$ cat src/sv/gtsc_pkg.sv
`default_nettype none

package gtsc_pkg;

    typedef enum logic [1:0] {
        ST_ISLANDED       = 2'd0,
        ST_GOING_TIED     = 2'd1,
        ST_TIED           = 2'd2,
        ST_GOING_ISLANDED = 2'd3
    } t_grid_state;

    typedef enum logic [1:0] {
        MODE_SAMPLE = 2'd0,
        MODE_TIE    = 2'd1,
        MODE_ISLAND = 2'd2,
        MODE_UNTIE  = 2'd3
    } t_mode;

    typedef struct packed {
        logic        granted;
        t_grid_state grid_state;
    } t_result;

    localparam int CFG_W  = 16;
    localparam int CFG_AW = 1;
    localparam int OUT_DW = 8;

    localparam logic [CFG_AW-1:0] REG_MAX_PHASE   = 1'd0;
    localparam logic [CFG_AW-1:0] REG_MAX_VOLTAGE = 1'd1;

    localparam logic signed [CFG_W-1:0] MAX_ERR_RESET = 16'sd1024;

endpackage

`default_nettype wire

$ cat src/sv/gtsc_ring_mem.sv
`default_nettype none

module gtsc_ring_mem #(
    parameter int DEPTH = 16,
    parameter int WIDTH = 32,
    localparam int AW = $clog2(DEPTH)
) (
    input  wire logic             i_clk,
    input  wire logic             i_we,
    input  wire logic [AW-1:0]    i_waddr,
    input  wire logic [WIDTH-1:0] i_wdata,
    input  wire logic [AW-1:0]    i_raddr,
    output logic      [WIDTH-1:0] o_rdata
);

    logic [WIDTH-1:0] r_mem [DEPTH];
    logic [WIDTH-1:0] r_rdata;

    always_ff @(posedge i_clk) begin
        if (i_we) begin
            r_mem[i_waddr] <= i_wdata;
        end
    end

    always_ff @(posedge i_clk) begin
        r_rdata <= r_mem[i_raddr];
    end

    assign o_rdata = r_rdata;

endmodule

`default_nettype wire

$ cat src/sv/gtsc_core.sv
`default_nettype none

module gtsc_core #(
    parameter int WINDOW      = 16,
    parameter int SAMPLE_BITS = 16,
    localparam int PTR_W = $clog2(WINDOW),
    localparam int MEM_W = 2 * SAMPLE_BITS
) (
    input  wire logic                            i_clk,
    input  wire logic                            i_rst_n,
    input  wire logic                            i_acc,
    input  wire gtsc_pkg::t_mode                 i_mode,
    input  wire logic signed [SAMPLE_BITS-1:0]   i_phase,
    input  wire logic signed [SAMPLE_BITS-1:0]   i_voltage,
    input  wire logic                            i_cfg_we,
    input  wire logic [gtsc_pkg::CFG_AW-1:0]     i_cfg_addr,
    input  wire logic [gtsc_pkg::CFG_W-1:0]      i_cfg_wdata,
    input  wire logic [MEM_W-1:0]                i_old,
    output logic                                 o_mem_we,
    output logic [PTR_W-1:0]                     o_mem_waddr,
    output logic [MEM_W-1:0]                     o_mem_wdata,
    output logic [PTR_W-1:0]                     o_mem_raddr,
    output gtsc_pkg::t_result                    o_res
);

    localparam int FILL_W = $clog2(WINDOW + 1);
    localparam int SUM_W  = SAMPLE_BITS + $clog2(WINDOW);
    localparam int SHIFT  = $clog2(WINDOW + 1) - 1;
    localparam int CMP_W  = (SUM_W > gtsc_pkg::CFG_W) ? SUM_W : gtsc_pkg::CFG_W;

    gtsc_pkg::t_grid_state r_state, n_state;
    logic [PTR_W-1:0]  r_ptr, n_ptr, ptr_next;
    logic [FILL_W-1:0] r_fill, n_fill, fill_next;
    logic signed [SUM_W-1:0] r_psum, n_psum, sum_p, old_p;
    logic signed [SUM_W-1:0] r_vsum, n_vsum, sum_v, old_v;
    logic signed [SUM_W-1:0] avg_p, avg_v;
    logic signed [SAMPLE_BITS-1:0] old_ph, old_vo;
    logic signed [gtsc_pkg::CFG_W-1:0] r_max_p, r_max_v;
    logic full, pass, granted;

    assign old_ph = i_old[SAMPLE_BITS-1:0];
    assign old_vo = i_old[MEM_W-1:SAMPLE_BITS];
    assign full   = (r_fill == FILL_W'(WINDOW));
    assign old_p  = full ? SUM_W'(old_ph) : '0;
    assign old_v  = full ? SUM_W'(old_vo) : '0;
    assign sum_p  = r_psum + SUM_W'(i_phase) - old_p;
    assign sum_v  = r_vsum + SUM_W'(i_voltage) - old_v;
    assign avg_p  = sum_p >>> SHIFT;
    assign avg_v  = sum_v >>> SHIFT;
    assign pass   = (CMP_W'(avg_p) < CMP_W'(r_max_p)) && (CMP_W'(avg_v) < CMP_W'(r_max_v));

    assign fill_next = full ? r_fill : r_fill + 1'b1;
    assign ptr_next  = (r_ptr == PTR_W'(WINDOW - 1)) ? '0 : r_ptr + 1'b1;

    always_comb begin
        n_state  = r_state;
        n_ptr    = r_ptr;
        n_fill   = r_fill;
        n_psum   = r_psum;
        n_vsum   = r_vsum;
        granted  = 1'b0;
        o_mem_we = 1'b0;
        if (i_acc) begin
            unique case (i_mode)
                gtsc_pkg::MODE_TIE: begin
                    if (r_state == gtsc_pkg::ST_ISLANDED) begin
                        n_state = gtsc_pkg::ST_GOING_TIED;
                    end
                end
                gtsc_pkg::MODE_ISLAND: begin
                    if (r_state == gtsc_pkg::ST_TIED) begin
                        n_state = gtsc_pkg::ST_GOING_ISLANDED;
                    end
                end
                gtsc_pkg::MODE_UNTIE: begin
                    if (r_state == gtsc_pkg::ST_GOING_ISLANDED) begin
                        n_state = gtsc_pkg::ST_ISLANDED;
                        granted = 1'b1;
                    end
                end
                gtsc_pkg::MODE_SAMPLE: begin
                    if (r_state == gtsc_pkg::ST_GOING_TIED) begin
                        o_mem_we = 1'b1;
                        n_psum   = sum_p;
                        n_vsum   = sum_v;
                        n_fill   = fill_next;
                        n_ptr    = ptr_next;
                        if (fill_next == FILL_W'(WINDOW) && pass) begin
                            n_state = gtsc_pkg::ST_TIED;
                            granted = 1'b1;
                            n_ptr   = '0;
                            n_fill  = '0;
                            n_psum  = '0;
                            n_vsum  = '0;
                        end
                    end
                end
                default: begin
                end
            endcase
        end
    end

    always_ff @(posedge i_clk) begin
        if (!i_rst_n) begin
            r_state <= gtsc_pkg::ST_ISLANDED;
        end else begin
            r_state <= n_state;
        end
    end

    always_ff @(posedge i_clk) begin
        if (!i_rst_n) begin
            r_ptr  <= '0;
            r_fill <= '0;
            r_psum <= '0;
            r_vsum <= '0;
        end else begin
            r_ptr  <= n_ptr;
            r_fill <= n_fill;
            r_psum <= n_psum;
            r_vsum <= n_vsum;
        end
    end

    always_ff @(posedge i_clk) begin
        if (!i_rst_n) begin
            r_max_p <= gtsc_pkg::MAX_ERR_RESET;
            r_max_v <= gtsc_pkg::MAX_ERR_RESET;
        end else if (i_cfg_we) begin
            unique case (i_cfg_addr)
                gtsc_pkg::REG_MAX_PHASE:   r_max_p <= i_cfg_wdata;
                gtsc_pkg::REG_MAX_VOLTAGE: r_max_v <= i_cfg_wdata;
                default: begin
                end
            endcase
        end
    end

    // The read address runs one sample ahead, so the oldest entry is ready when
    // the next sample arrives, and it differs from the entry being written except when a tie resets the pointer.
    assign o_mem_raddr      = n_ptr;
    assign o_mem_waddr      = r_ptr;
    assign o_mem_wdata      = {i_voltage, i_phase};
    assign o_res.granted    = granted;
    assign o_res.grid_state = n_state;

    a_fill_bound: assert property (@(posedge i_clk) disable iff (!i_rst_n)
        r_fill <= FILL_W'(WINDOW))
        else $error("fill count beyond window");

    a_tie_clears: assert property (@(posedge i_clk) disable iff (!i_rst_n)
        (i_acc && granted && n_state == gtsc_pkg::ST_TIED)
        |=> (r_fill == '0 && r_psum == '0 && r_vsum == '0 && r_ptr == '0))
        else $error("tie did not clear the window");

    a_idle_sample: assert property (@(posedge i_clk) disable iff (!i_rst_n)
        (i_acc && i_mode == gtsc_pkg::MODE_SAMPLE && r_state != gtsc_pkg::ST_GOING_TIED)
        |=> ($stable(r_psum) && $stable(r_vsum) && $stable(r_fill)))
        else $error("sample changed the window outside going tied");

    a_grant_state: assert property (@(posedge i_clk) disable iff (!i_rst_n)
        granted |-> (n_state == gtsc_pkg::ST_TIED || n_state == gtsc_pkg::ST_ISLANDED))
        else $error("grant with unexpected state");

endmodule

`default_nettype wire

$ cat src/sv/gtsc_out_buf.sv
`default_nettype none

module gtsc_out_buf (
    input  wire logic              i_clk,
    input  wire logic              i_rst_n,
    input  wire logic              i_acc,
    input  wire gtsc_pkg::t_result i_res,
    output logic                   o_ready,
    output logic                   o_valid,
    input  wire logic              i_take,
    output gtsc_pkg::t_result      o_res
);

    logic              r_out_v, r_skid_v;
    gtsc_pkg::t_result r_out, r_skid;
    logic              move;

    assign move    = !r_out_v || i_take;
    assign o_ready = !r_skid_v;
    assign o_valid = r_out_v;
    assign o_res   = r_out;

    always_ff @(posedge i_clk) begin
        if (!i_rst_n) begin
            r_out_v  <= 1'b0;
            r_skid_v <= 1'b0;
        end else if (move) begin
            r_out_v  <= r_skid_v || i_acc;
            r_skid_v <= 1'b0;
        end else if (i_acc) begin
            r_skid_v <= 1'b1;
        end
    end

    always_ff @(posedge i_clk) begin
        if (move) begin
            r_out <= r_skid_v ? r_skid : i_res;
        end else if (i_acc) begin
            r_skid <= i_res;
        end
    end

    a_no_overrun: assert property (@(posedge i_clk) disable iff (!i_rst_n)
        r_skid_v |-> r_out_v)
        else $error("skid stage holds a result ahead of the output stage");

    a_skid_drains: assert property (@(posedge i_clk) disable iff (!i_rst_n)
        (r_skid_v && i_take) |=> (r_out_v && !r_skid_v))
        else $error("skid stage did not drain");

    a_skid_hold: assert property (@(posedge i_clk) disable iff (!i_rst_n)
        (r_skid_v && !i_take) |=> (r_skid_v && $stable(r_skid)))
        else $error("stalled skid stage changed");

endmodule

`default_nettype wire

$ cat src/sv/grid_tie_sync_check.sv
`default_nettype none

// Grid-tie synchronism checker. Every input transaction yields exactly one
// result transaction carrying the grant flag and the grid state after the item.
// One transaction is accepted per clock cycle while the output stage has room,
// and its result is registered in the output stage. The ring memory sets the
// rate with one write and one prefetched read of the oldest entry per cycle. A
// two-entry output stage keeps input accepted while a result waits downstream.
// No clearing pass follows reset; the fill count guards every read of the ring.
module grid_tie_sync_check #(
    parameter int WINDOW      = 16,
    parameter int SAMPLE_BITS = 16,
    localparam int IN_DW = ((2 * SAMPLE_BITS + 7) / 8) * 8
) (
    input  wire logic                          i_clk,
    input  wire logic                          i_rst_n,
    input  wire logic                          i_s_axis_tvalid,
    output logic                               o_s_axis_tready,
    // tdata: phase_error, voltage_error
    input  wire logic [IN_DW-1:0]              i_s_axis_tdata,
    // tuser: mode
    input  wire logic [1:0]                    i_s_axis_tuser,
    output logic                               o_m_axis_tvalid,
    input  wire logic                          i_m_axis_tready,
    // tdata: granted, grid_state
    output logic [gtsc_pkg::OUT_DW-1:0]        o_m_axis_tdata,
    input  wire logic                          i_cfg_we,
    input  wire logic [gtsc_pkg::CFG_AW-1:0]   i_cfg_addr,
    input  wire logic [gtsc_pkg::CFG_W-1:0]    i_cfg_wdata
);

    localparam int PTR_W = $clog2(WINDOW);
    localparam int MEM_W = 2 * SAMPLE_BITS;

    logic                          acc, ready;
    logic signed [SAMPLE_BITS-1:0] phase, voltage;
    logic                          mem_we;
    logic [PTR_W-1:0]              mem_waddr, mem_raddr;
    logic [MEM_W-1:0]              mem_wdata, mem_rdata;
    gtsc_pkg::t_result             res, out_res;

    assign phase   = i_s_axis_tdata[SAMPLE_BITS-1:0];
    assign voltage = i_s_axis_tdata[MEM_W-1:SAMPLE_BITS];
    assign acc     = i_s_axis_tvalid && ready;

    gtsc_ring_mem #(
        .DEPTH (WINDOW),
        .WIDTH (MEM_W)
    ) u_ring (
        .i_clk   (i_clk),
        .i_we    (mem_we),
        .i_waddr (mem_waddr),
        .i_wdata (mem_wdata),
        .i_raddr (mem_raddr),
        .o_rdata (mem_rdata)
    );

    gtsc_core #(
        .WINDOW      (WINDOW),
        .SAMPLE_BITS (SAMPLE_BITS)
    ) u_core (
        .i_clk       (i_clk),
        .i_rst_n     (i_rst_n),
        .i_acc       (acc),
        .i_mode      (gtsc_pkg::t_mode'(i_s_axis_tuser)),
        .i_phase     (phase),
        .i_voltage   (voltage),
        .i_cfg_we    (i_cfg_we),
        .i_cfg_addr  (i_cfg_addr),
        .i_cfg_wdata (i_cfg_wdata),
        .i_old       (mem_rdata),
        .o_mem_we    (mem_we),
        .o_mem_waddr (mem_waddr),
        .o_mem_wdata (mem_wdata),
        .o_mem_raddr (mem_raddr),
        .o_res       (res)
    );

    gtsc_out_buf u_out (
        .i_clk   (i_clk),
        .i_rst_n (i_rst_n),
        .i_acc   (acc),
        .i_res   (res),
        .o_ready (ready),
        .o_valid (o_m_axis_tvalid),
        .i_take  (i_m_axis_tready),
        .o_res   (out_res)
    );

    assign o_s_axis_tready = ready;
    assign o_m_axis_tdata  = gtsc_pkg::OUT_DW'({out_res.grid_state, out_res.granted});

endmodule

`default_nettype wire

$ cat config.mk
export PLATFORM = sky130hd
export DESIGN_NAME = grid_tie_sync_check
export DESIGN_NICKNAME = d
export VERILOG_FILES = /design/src/sv/gtsc_pkg.sv /design/src/sv/gtsc_ring_mem.sv /design/src/sv/gtsc_core.sv /design/src/sv/gtsc_out_buf.sv /design/src/sv/grid_tie_sync_check.sv
export SDC_FILE = /design/constraint.sdc
export NUM_CORES = 1
export LEC_CHECK = 0
export BUFFER_PORTS_ARGS = -buffer_cell sky130_fd_sc_hd__clkbuf_2
export CAP_MARGIN = 20
export CORE_MARGIN = 4
export CORE_UTILIZATION = 56
export CTS_CLUSTER_DIAMETER = 200
export DETAILED_ROUTE_END_ITERATION = 16
export PLACE_DENSITY_LB_ADDON = 0.2
export SYNTH_ARGS = -nofsm -noshare
export SYNTH_HDL_FRONTEND = slang
export SYNTH_SLANG_ARGS = --single-unit
$ cat constraint.sdc
create_clock -name i_clk -period 16.65 [get_ports i_clk]
set_input_delay 1.665 -clock i_clk [delete_from_list [all_inputs] [get_ports i_clk]]
set_output_delay 1.665 -clock i_clk [all_outputs]
set_load 0.01 [all_outputs]
* Word-level counts from Yosys, hierarchy flattened
Memories as Yosys holds them, arrays and structs flattened. A register that Yosys moved wholly into a read port is not among the register bits.
Cells that the tools add are included.
** Word-level totals
- Flip-flop bits (word level) :: 91
- RAM bits :: 512
- Input port bits :: 56
- Output and inout bits :: 10
- Word-level logic and storage cells :: 77
- Memories :: 1
** Memory list
- u_ring.r_mem :: depth 16, width 32, read ports 1, clocked after memory_dff 1, write ports 1, RTL line gtsc_ring_mem.sv:16 : logic [WIDTH-1:0] r_mem [DEPTH];
** Operators by class
- Add/subtract/negate cells :: 6
- $lt $le $gt $ge :: 2
- Equality and inequality tests :: 9
- Muxes and demuxes :: 29
- Bitwise operators :: 3
- Reductions and logical operators :: 14
** Operators by type and width (count)
- 20-bit two-way mux :: 4
- 20-bit by 16-bit adder with 20-bit output :: 2
- 20-bit subtractor :: 2
- 16-bit less-than comparator :: 2
- 4-bit two-way mux :: 5
- 2-bit two-way mux :: 6
- 5-bit equality test (second input constant) :: 2
- 5-bit two-way mux :: 2
- 1-bit two-way mux :: 9
- 2-bit equality test (second input constant) :: 4
- 2-bit one-hot mux with 4 select lines :: 1
- 2-bit AND reduction :: 3
- 5-bit by 1-bit adder with 5-bit output (second input constant) :: 1
- 4-bit by 1-bit adder with 4-bit output (second input constant) :: 1
- 2-bit by 1-bit equality test with 1-bit output (second input constant) :: 2
- 4-bit equality test (second input constant) :: 1
- 2-bit logical NOT :: 2
- 1-bit logical AND :: 3
- 3-bit two-way mux :: 1
- 1-bit NOT :: 3
- 3-bit AND reduction :: 1
- 1-bit logical NOT :: 2
- 1-bit logical OR :: 2
- 1-bit one-hot mux with 2 select lines :: 1
- 2-bit OR reduction :: 1

* Depth between registers and ports, before layout
Gate-level depths: netlist of run 1.
- Depth in word-level cells :: 11
- Depth in mapped cells :: 31
- Mapped depth without buffers :: 27

* By module
Synthesis of run 1 repeated with hierarchy kept, for this count alone.
** Second synthesis, totals
- Cell total of the unflattened synthesis :: 1925
- Area total of the unflattened synthesis :: 28045.6 µm²
** Modules (own cells, without submodules)
- gtsc_ring_mem :: instances 1, cells an instance 838, area an instance 19835.3 µm², sequential area each 16015.4 µm²
- gtsc_core :: instances 1, cells an instance 1062, area an instance 7867.5 µm², sequential area each 1661.6 µm²
- gtsc_out_buf :: instances 1, cells an instance 18, area an instance 295.3 µm², sequential area each 220.2 µm²
- grid_tie_sync_check :: instances 1, cells an instance 7, area an instance 47.5 µm², sequential area each 0.0 µm²

* Least setup slack after synthesis of run 1
Ideal clock, no wire load.
- Path kind :: in2reg
- From :: input port i_s_axis_tdata[17]
- To :: register u_ring.r_rdata[20], in the netlist u_ring.o_rdata[20], read port of u_ring.r_mem
- Library setup time :: 0.130 ns
- Arrival time :: 7.186 ns
- Data required time :: 16.520 ns
- Slack :: 9.333 ns
- Stages on the path :: 25
- Buffers on the path :: 3
- Cells stage by stage :: inv_1 -> fa_1 -> inv_1 -> ha_1 -> a211oi_1 -> nor2_1 -> o311a_1 -> o21ba_2 -> a211o_1 -> a2111oi_0 -> a211oi_1 -> xnor2_1 -> ha_1 -> or3b_1 -> a211o_1 -> o21ai_2 -> nand4_2 -> nor3_4 -> o41a_1 -> buf_6 -> buf_6 -> buf_8 -> mux4_2 -> a22oi_1 -> o31ai_1
** On the way
- Word-level cells in the longest chain between the ends :: 9
** Ends and longest elaborated chain
- start: declaration :: RTL line grid_tie_sync_check.sv:20 : input wire logic [IN_DW-1:0] i_s_axis_tdata,
- 20-bit by 16-bit adder with 20-bit output :: RTL line gtsc_core.sv:47 : assign sum_v = r_vsum + SUM_W'(i_voltage) - old_v;
- 20-bit subtractor :: RTL line gtsc_core.sv:47
- 16-bit less-than comparator :: RTL line gtsc_core.sv:50 : assign pass = (CMP_W'(avg_p) < CMP_W'(r_max_p)) && (CMP_W'(avg_v) < CMP_W'(r_max_v));
- 1-bit logical AND :: RTL line gtsc_core.sv:50
- 1-bit logical AND :: RTL line gtsc_core.sv:88 : if (fill_next == FILL_W'(WINDOW) && pass) begin
- 4-bit two-way mux :: RTL line gtsc_core.sv:88
- 4-bit two-way mux :: RTL line gtsc_core.sv:82 : if (r_state == gtsc_pkg::ST_GOING_TIED) begin
- 4-bit two-way mux :: RTL line gtsc_core.sv:64 : unique case (i_mode)
- 4-bit two-way mux :: RTL line gtsc_core.sv:63 : if (i_acc) begin
- end: declaration :: RTL line gtsc_ring_mem.sv:17 : logic [WIDTH-1:0] r_rdata;
Every way passes these cells.
A chain may end at the register's enable or synchronous reset.

* Worst setup path in the final report of run 1
- From :: input port i_s_axis_tdata[4]
- To :: register u_ring.r_rdata[23], in the netlist u_ring.o_rdata[23], read port of u_ring.r_mem
** On the way
- Word-level cells in the longest chain between the ends :: 9
** Ends and longest elaborated chain
- 20-bit by 16-bit adder with 20-bit output :: RTL line gtsc_core.sv:46 : assign sum_p = r_psum + SUM_W'(i_phase) - old_p;
- 20-bit subtractor :: RTL line gtsc_core.sv:46
- 16-bit less-than comparator :: RTL line gtsc_core.sv:50
- 1-bit logical AND :: RTL line gtsc_core.sv:50
- 1-bit logical AND :: RTL line gtsc_core.sv:88
- 4-bit two-way mux :: RTL line gtsc_core.sv:88
- 4-bit two-way mux :: RTL line gtsc_core.sv:82
- 4-bit two-way mux :: RTL line gtsc_core.sv:64
- 4-bit two-way mux :: RTL line gtsc_core.sv:63
Every way passes these cells.

==> results.sh, run 1 <==
export IMPL_status="finished, final reports clean"
export IMPL_grt_max_degree=81
export IMPL_clk_path_buf_depth=3
export IMPL_cts_root_buf="clkbuf_16"
export IMPL_clk_pin_slew_ns=0.06
export IMPL_ir_drop_uv=95.63
export IMPL_dr_pass1_iters=6
export IMPL_fmax_mhz=108.6
export IMPL_maxSlewHeadroom_pct=22.29
export IMPL_cp_required_ns=17.12
export IMPL_synth_xor_area_share_pct=1.094
export IMPL_use_met3_pct=5.263
export IMPL_place_gp_congestion=0.8524
export IMPL_clock_sinks=635
export IMPL_worstSetupStartpointType="primary input"
export IMPL_num_antenna_cells=0
export IMPL_worst_slew_pin_slew_ns=1.163
export IMPL_synth_seq_cells=635
export IMPL_rsz0062_at_grt="no"
export IMPL_fillers=3630
export IMPL_cp_arrival_ns=9.68
export IMPL_synth_compound_area_share_pct=8.648
export IMPL_p_leak_uw=0.01139
export IMPL_cap_violations=0
export IMPL_io_buffers=60
export IMPL_num_vias=17350
export IMPL_seq_area_frac_synth_pct=63.86
export IMPL_design_area_um2=31260
export IMPL_ctsHoldBuffers=0
export IMPL_htree_levels=3
export IMPL_synth_area_mux_share_pct=6.929
export IMPL_use_met1_pct=37.42
export IMPL_dieArea_um2=53690
export IMPL_crit_type="in -> reg"
export IMPL_die_w_um=231.7
export IMPL_synth_top_family_by_area="compound AO/OA/AOI/OAI gates"
export IMPL_antenna_left=0
export IMPL_maxSlewViolCount=0
export IMPL_design_core_area_um2=49250
export IMPL_period_minus_slack_ns=9.204
export IMPL_synth_simple_gate_area_share_pct=8.639
export IMPL_synth_flop_cell="edfxtp_1"
export IMPL_fin_skew_ns=0.01933
export IMPL_hold_worst_slack_ns=0.4524
export IMPL_layout_commonest_cell="edfxtp_1"
export IMPL_multi_input_area_um2=9002
export IMPL_vias_per_cell=6.076
export IMPL_seqCellArea_um2=17900
export IMPL_rows=81
export IMPL_cts_resized=0
export IMPL_critPathMaxFanout=61
export IMPL_cts_buffers=67
export IMPL_fin_crit_sh_pct=55.28
export IMPL_grt_busiest_layer="met2"
export IMPL_hold_path_class="reg -> reg"
export IMPL_track_usage_pct=25.90
export IMPL_met2_usage_pct=40.44
export IMPL_syn_avg_cell_area_um2=13.55
export IMPL_start_util_pct=56.90
export IMPL_dp_hpwl_um=39770
export IMPL_async_flop_share_pct=0
export IMPL_antenna_found_initial=1
export IMPL_grt_pass1_wl_um=104600
export IMPL_synthesis_area_um2=28030
export IMPL_hold_viol_final=0
export IMPL_routed_wl_um=69090
export IMPL_cts_setup_buffers=0
export IMPL_final_cell_mix="edfxtp_1 (518), nand2_1 (287), inv_1 (199), dfxtp_1 (117), a21oi_1 (84)"
export IMPL_fin_tns_setup_ns=0
export IMPL_grt_pass1_vias=17190
export IMPL_synthToLayoutAreaGrowth_pct=11.53
export IMPL_drc=0
export IMPL_drt_iter0_markers=2033
export IMPL_fin_nets=2315
export IMPL_drive_gt1_share_pct=14.15
export IMPL_fp_dieH_um=231.7
export IMPL_wl_per_cell_um=24.20
export IMPL_dpl_cell_area_um2=29030
export IMPL_yosys_warnings=0
export IMPL_utilization_pct=63.46
export IMPL_ios=66
export IMPL_synth_edf_count=518
export IMPL_clkLatencyLatePin_ns=0.59
export IMPL_synthDistinctLibCells=83
export IMPL_overflow=0
export IMPL_synthAdderAreaFrac_pct=6.375
export IMPL_power_density_nw_per_um2=109.7
export IMPL_endpoint_kind="flop"
export IMPL_netlist_instances=2069
export IMPL_finalSetupViolations=0
export IMPL_cts_tree="done"
## worst max-delay path, cell delays in order
cell and delay (ns):
clkbuf_2 0.28, inv_1 0.16, fa_1 0.57, inv_1 0.05
ha_1 0.33, o21ai_0 0.26, a21boi_0 0.17, a2111oi_0 0.67
o31a_1 0.35, o211ai_1 0.14, a41oi_1 0.27, xnor2_1 0.22
xnor2_1 0.11, ha_1 0.31, nor3b_1 0.16, o21ai_0 0.10
a22oi_1 0.28, nand4_2 0.18, nor3_4 0.65, o41a_2 0.27
buf_4 0.53, buf_4 0.83, mux4_2 0.59, a22o_1 0.25
a31o_1 0.18
## Yosys cell counts (all sizes together), types with 4 or more instances
library cell | number | area [µm²]
nor3 | 13 | 76.33
and3 | 11 | 68.82
o211ai | 9 | 67.56
nor2 | 70 | 262.8
o21ai | 27 | 138.9
xnor2 | 21 | 183.9
o21a | 5 | 37.54
or4 | 4 | 30.03
a31oi | 31 | 200.2
a21o | 11 | 82.58
edfxtp | 518 | 15550
or3 | 11 | 73.82
a211oi | 9 | 67.56
a22o | 25 | 219.0
nand2b | 4 | 25.02
nand3 | 61 | 310.3
a31o | 25 | 219.0
a32oi | 25 | 219.0
a32o | 8 | 80.08
nand2 | 287 | 1077
dfxtp | 117 | 2342
a211o | 4 | 35.03
mux4 | 71 | 1599
and2 | 54 | 337.8
clkbuf | 62 | 232.7
nand4 | 4 | 31.28
fa | 38 | 760.7
buf | 37 | 257.7
nor2b | 4 | 25.02
xor2 | 14 | 122.6
a21boi | 4 | 30.03
a22oi | 25 | 187.7
mux2i | 32 | 320.3
ha | 82 | 1026
inv | 200 | 750.7
a2111oi | 4 | 53.81
o31ai | 11 | 82.58
a21oi | 85 | 436.7
## worst paths after layout
kind                                                      from                        endpoint  slack, ns  cells after the start
worst max-delay path                         i_s_axis_tdata[4]      u_ring.o_rdata[23]$_DFF_P_       7.45                     25
worst min-delay path            u_core.r_psum[18]$_SDFFE_PN0P_  u_core.r_psum[18]$_SDFFE_PN0P_       0.45                      2
worst max register to register   u_core.r_fill[0]$_SDFFE_PN0P_      u_ring.o_rdata[23]$_DFF_P_       7.49                     30
worst min register to register  u_core.r_psum[18]$_SDFFE_PN0P_  u_core.r_psum[18]$_SDFFE_PN0P_       0.45                      2
## where the power goes
group	internal, µW	total [µW]	switching [µW]
sequential	1720	1730	3.54
combinational	81.9	221	139
clock	882	1480	601
## flip-flops by register name, indices dropped and copies added (netlist names)
name                flops
u_out.r_skid            3
u_core.r_max_v         16
u_core.r_psum          20
u_core.o_mem_waddr      4
u_ring.r_mem          512
u_core.r_vsum          20
u_core.r_max_p         16
u_core.r_fill           5
u_core.r_state          2
u_ring.o_rdata         32
u_out.r_skid_v          1
u_out.o_res             3
u_out.o_valid           1
## layer usage
| metal | share of wire (%) | vias up |
|---|---|---|
| li1 | - | 7725 |
| met1 | 42 | 8651 |
| met2 | 46 | 846 |
| met3 | 9.6 | 123 |
| met4 | 2.5 | 2 |
| met5 | 0.019 | - |
## metrics by stage
stage / std cells / total power, µW / worst slack, ns
after detailed placement: 2731 / 1977 / 6.944
after global routing: 2855 / 3548 / 6.874
after global placement: 2731 / 1970 / 7.001
final: 2855 / 3430 / 7.446
after CTS: 2852 / 3447 / 7.541
after floorplan: 2073 / 1907 / 9.333
## layout make-up
type                       instances  share of cell area [%]
clock buffer                      91                   5.980
clock inverter                    30                  0.9847
inverter                         201                   2.414
multi-input combinational       1138                   28.80
sequential                       635                   57.26
tap                              664                   2.658
timing repair buffer              96                   1.905
## logic make-up after synthesis
family	Yosys count
other cells	1
fa+ha+maj	120
mux	105
buf+inv	300
compound gates	337
flops	635
xor+xnor	35
simple gates	536
(Power assumes the default switching activity.)
==> run 2: changes to the inputs <==
==> constraint.sdc (replaced) <==
create_clock -name i_clk -period 7.6 [get_ports i_clk]
set_input_delay 0.76 -clock i_clk [delete_from_list [all_inputs] [get_ports i_clk]]
set_output_delay 0.76 -clock i_clk [all_outputs]
set_load 0.01 [all_outputs]
==> run 2 against run 1 <==
  * Worst setup slack got worse by 7.1 ns
  * Die area did not move
  * Sequential share of layout area fell by 1.0 points
  * Clock-buffer cell count rose by 1
  * First-iteration DRC count fell by 0.89%
  * Critical endpoint is now u_ring.o_rdata[0]$_DFF_P_
==> results.sh, run 2 (synthesized netlist as in run 1, its figures left out) <==
export IMPL_fmax_mhz=137.4
export IMPL_synthToLayoutAreaGrowth_pct=13.54
export IMPL_drt_iter0_markers=2015
export IMPL_ctsHoldBuffers=0
export IMPL_design_core_area_um2=49250
export IMPL_fp_dieH_um=231.7
export IMPL_clkLatencyLatePin_ns=0.61
export IMPL_crit_start="u_core.r_fill[0]$_SDFFE_PN0P_"
export IMPL_status="finished, final reports clean"
export IMPL_r2r_start="u_core.r_fill[0]$_SDFFE_PN0P_"
export IMPL_grt_max_degree=72
export IMPL_maxSlewHeadroom_pct=28.17
export IMPL_fin_nets=2346
export IMPL_rows=81
export IMPL_crit_buf_inv=5
export IMPL_cap_violations=0
export IMPL_worstSetupStartpointType="flop"
export IMPL_hold_path_class="in -> reg"
export IMPL_wl_per_cell_um=24.41
export IMPL_slowest_delay_ns=0.51
export IMPL_antenna_found_initial=4
export IMPL_slowest_stage="mux4_2"
export IMPL_hold_viol_final=0
export IMPL_cp_required_ns=8.10
export IMPL_cp_arrival_ns=7.78
export IMPL_layout_commonest_cell="edfxtp_1"
export IMPL_hold_worst_slack_ns=0.3956
export IMPL_r2r_cells=28
export IMPL_top_register="u_ring.r_mem"
export IMPL_fin_tns_setup_ns=0
export IMPL_drc=0
export IMPL_period_minus_slack_ns=7.279
export IMPL_ir_drop_uv=195.7
export IMPL_p_leak_uw=0.01166
export IMPL_dp_hpwl_um=42330
export IMPL_start_util_pct=56.90
export IMPL_worst_slew_pin_slew_ns=1.075
export IMPL_min_path_cells=3
export IMPL_fin_crit_sh_pct=95.77
export IMPL_wl_met3_um=7415
export IMPL_place_gp_congestion=0.8868
export IMPL_power_density_nw_per_um2=237.3
export IMPL_crit_type="reg -> reg"
export IMPL_routed_wl_um=70530
export IMPL_power_total_uw=7551
export IMPL_critPathMaxFanout=34
export IMPL_num_vias=17580
export IMPL_drive_gt1_share_pct=15.51
export IMPL_ios=66
export IMPL_holdPathEnd="u_core.r_max_p[14]$_SDFFE_PN0P_"
export IMPL_final_cell_mix="edfxtp_1 (518), nand2_1 (287), inv_1 (199), dfxtp_1 (115), a21oi_1 (84)"
export IMPL_path_delay_family="compound AO/OA/AOI/OAI gates"
export IMPL_track_usage_pct=26.53
export IMPL_htree_levels=3
export IMPL_dr_max_layer_used="met5"
export IMPL_final_cells=2890
export IMPL_wl_met1_um=27800
export IMPL_largest_reg_flops=512
export IMPL_clock_sinks=635
export IMPL_wl_met2_um=32560
export IMPL_grt_pass1_wl_um=106200
export IMPL_antenna_left=0
export IMPL_clk_pin_slew_ns=0.06
export IMPL_hp_start="i_cfg_wdata[14]"
export IMPL_io_buffers=60
export IMPL_clk_path_buf_depth=3
export IMPL_dr_pass1_iters=7
export IMPL_endpoint_kind="flop"
export IMPL_design_area_um2=31820
export IMPL_maxSlewViolCount=0
export IMPL_vias_per_cell=6.082
export IMPL_dp_cells=2758
export IMPL_fin_skew_ns=0.03210
export IMPL_overflow=0
export IMPL_fillers=3569
export IMPL_cts_buffers=68
export IMPL_cts_root_buf="clkbuf_16"
export IMPL_die_w_um=231.7
export IMPL_grt_pass1_vias=17590
export IMPL_dpl_cell_area_um2=29450
export IMPL_finalSetupViolations=0
export IMPL_r2r_end="u_ring.o_rdata[0]$_DFF_P_"
export IMPL_cts_tree="done"
export IMPL_dieArea_um2=53690
export IMPL_r2r_setup_slack_ns=0.32
==> run 2: cell count changes in the layout (fill, tap and decap cells not counted), moves of 3 or more <==
cell,delta
buf_4,+13
clkbuf_16,+4
clkbuf_8,-3
buf_12,+12
==> run 2: through the flow <==
stage               setup slack, ns  util [%]
floorplan                    0.7650         -
global placement             0.3482     59.80
detailed placement           0.2068     59.80
CTS                          0.1689     64.33
global route               -0.01466     64.60
finish                       0.3215     64.60
==> run 2: layout make-up <==
| class | instances | area, µm² | share of cell area (%) |
|---|---|---|---|
| Sequential cell | 635 | 17900 | 56.26 |
| Multi-Input combinational cell | 1138 | 9047 | 28.43 |
| Clock buffer | 92 | 1886 | 5.926 |
| Timing Repair Buffer | 126 | 1050 | 3.299 |
| Tap cell | 664 | 830.8 | 2.611 |
| Inverter | 201 | 754.5 | 2.371 |
| Clock inverter | 33 | 346.6 | 1.089 |
| Antenna cell | 1 | 2.502 | 0.007864 |
==> run 2: power breakdown <==
part / switching, µW / internal (µW)
sequential: 9.69 / 3770
combinational: 308 / 191
clock: 1370 / 1900
==> run 2: timing repair <==
action,4_1_cts,5_1_grt
endpoints found under the hold margin,0,0
setup endpoints to repair,0,35
gates resized for setup,0,14
setup buffers,0,5
==> run 2: worst max-delay path by stage <==
| stage | depth (start not counted) | slack, ns | to |
|---|---|---|---|
| finish | 28 | 0.32 | u_ring.o_rdata[0]$_DFF_P_ |
| global route | 29 | -0.01 | u_ring.o_rdata[16]$_DFF_P_ |
| CTS | 29 | 0.17 | u_ring.o_rdata[25]$_DFF_P_ |
| detailed placement | 29 | 0.21 | u_ring.o_rdata[25]$_DFF_P_ |
| global placement | 29 | 0.35 | u_ring.o_rdata[25]$_DFF_P_ |
| floorplan | 30 | 0.77 | u_ring.o_rdata[20]$_DFF_P_ |
==> run 2: worst register-to-register path, delay by kind of cell, from the launching register on <==
family / cells / cell delay, ns
and+or+nand+nor: 6 / 1.17
muxes: 1 / 0.53
DFF: 1 / 0.38
buffers and inverters: 5 / 0.72
AOI/OAI and AO/OA: 11 / 2.92
adders and majority gates: 4 / 1.30
xor gates and xnor gates: 1 / 0.15
==> run 2: layer usage <==
metal | global-route usage [%] | vias to the layer above
li1 | - | 7790
met1 | 36.70 | 8736
met3 | 6.735 | 168
met5 | 0 | -
met2 | 41.23 | 879
met4 | 9.920 | 4
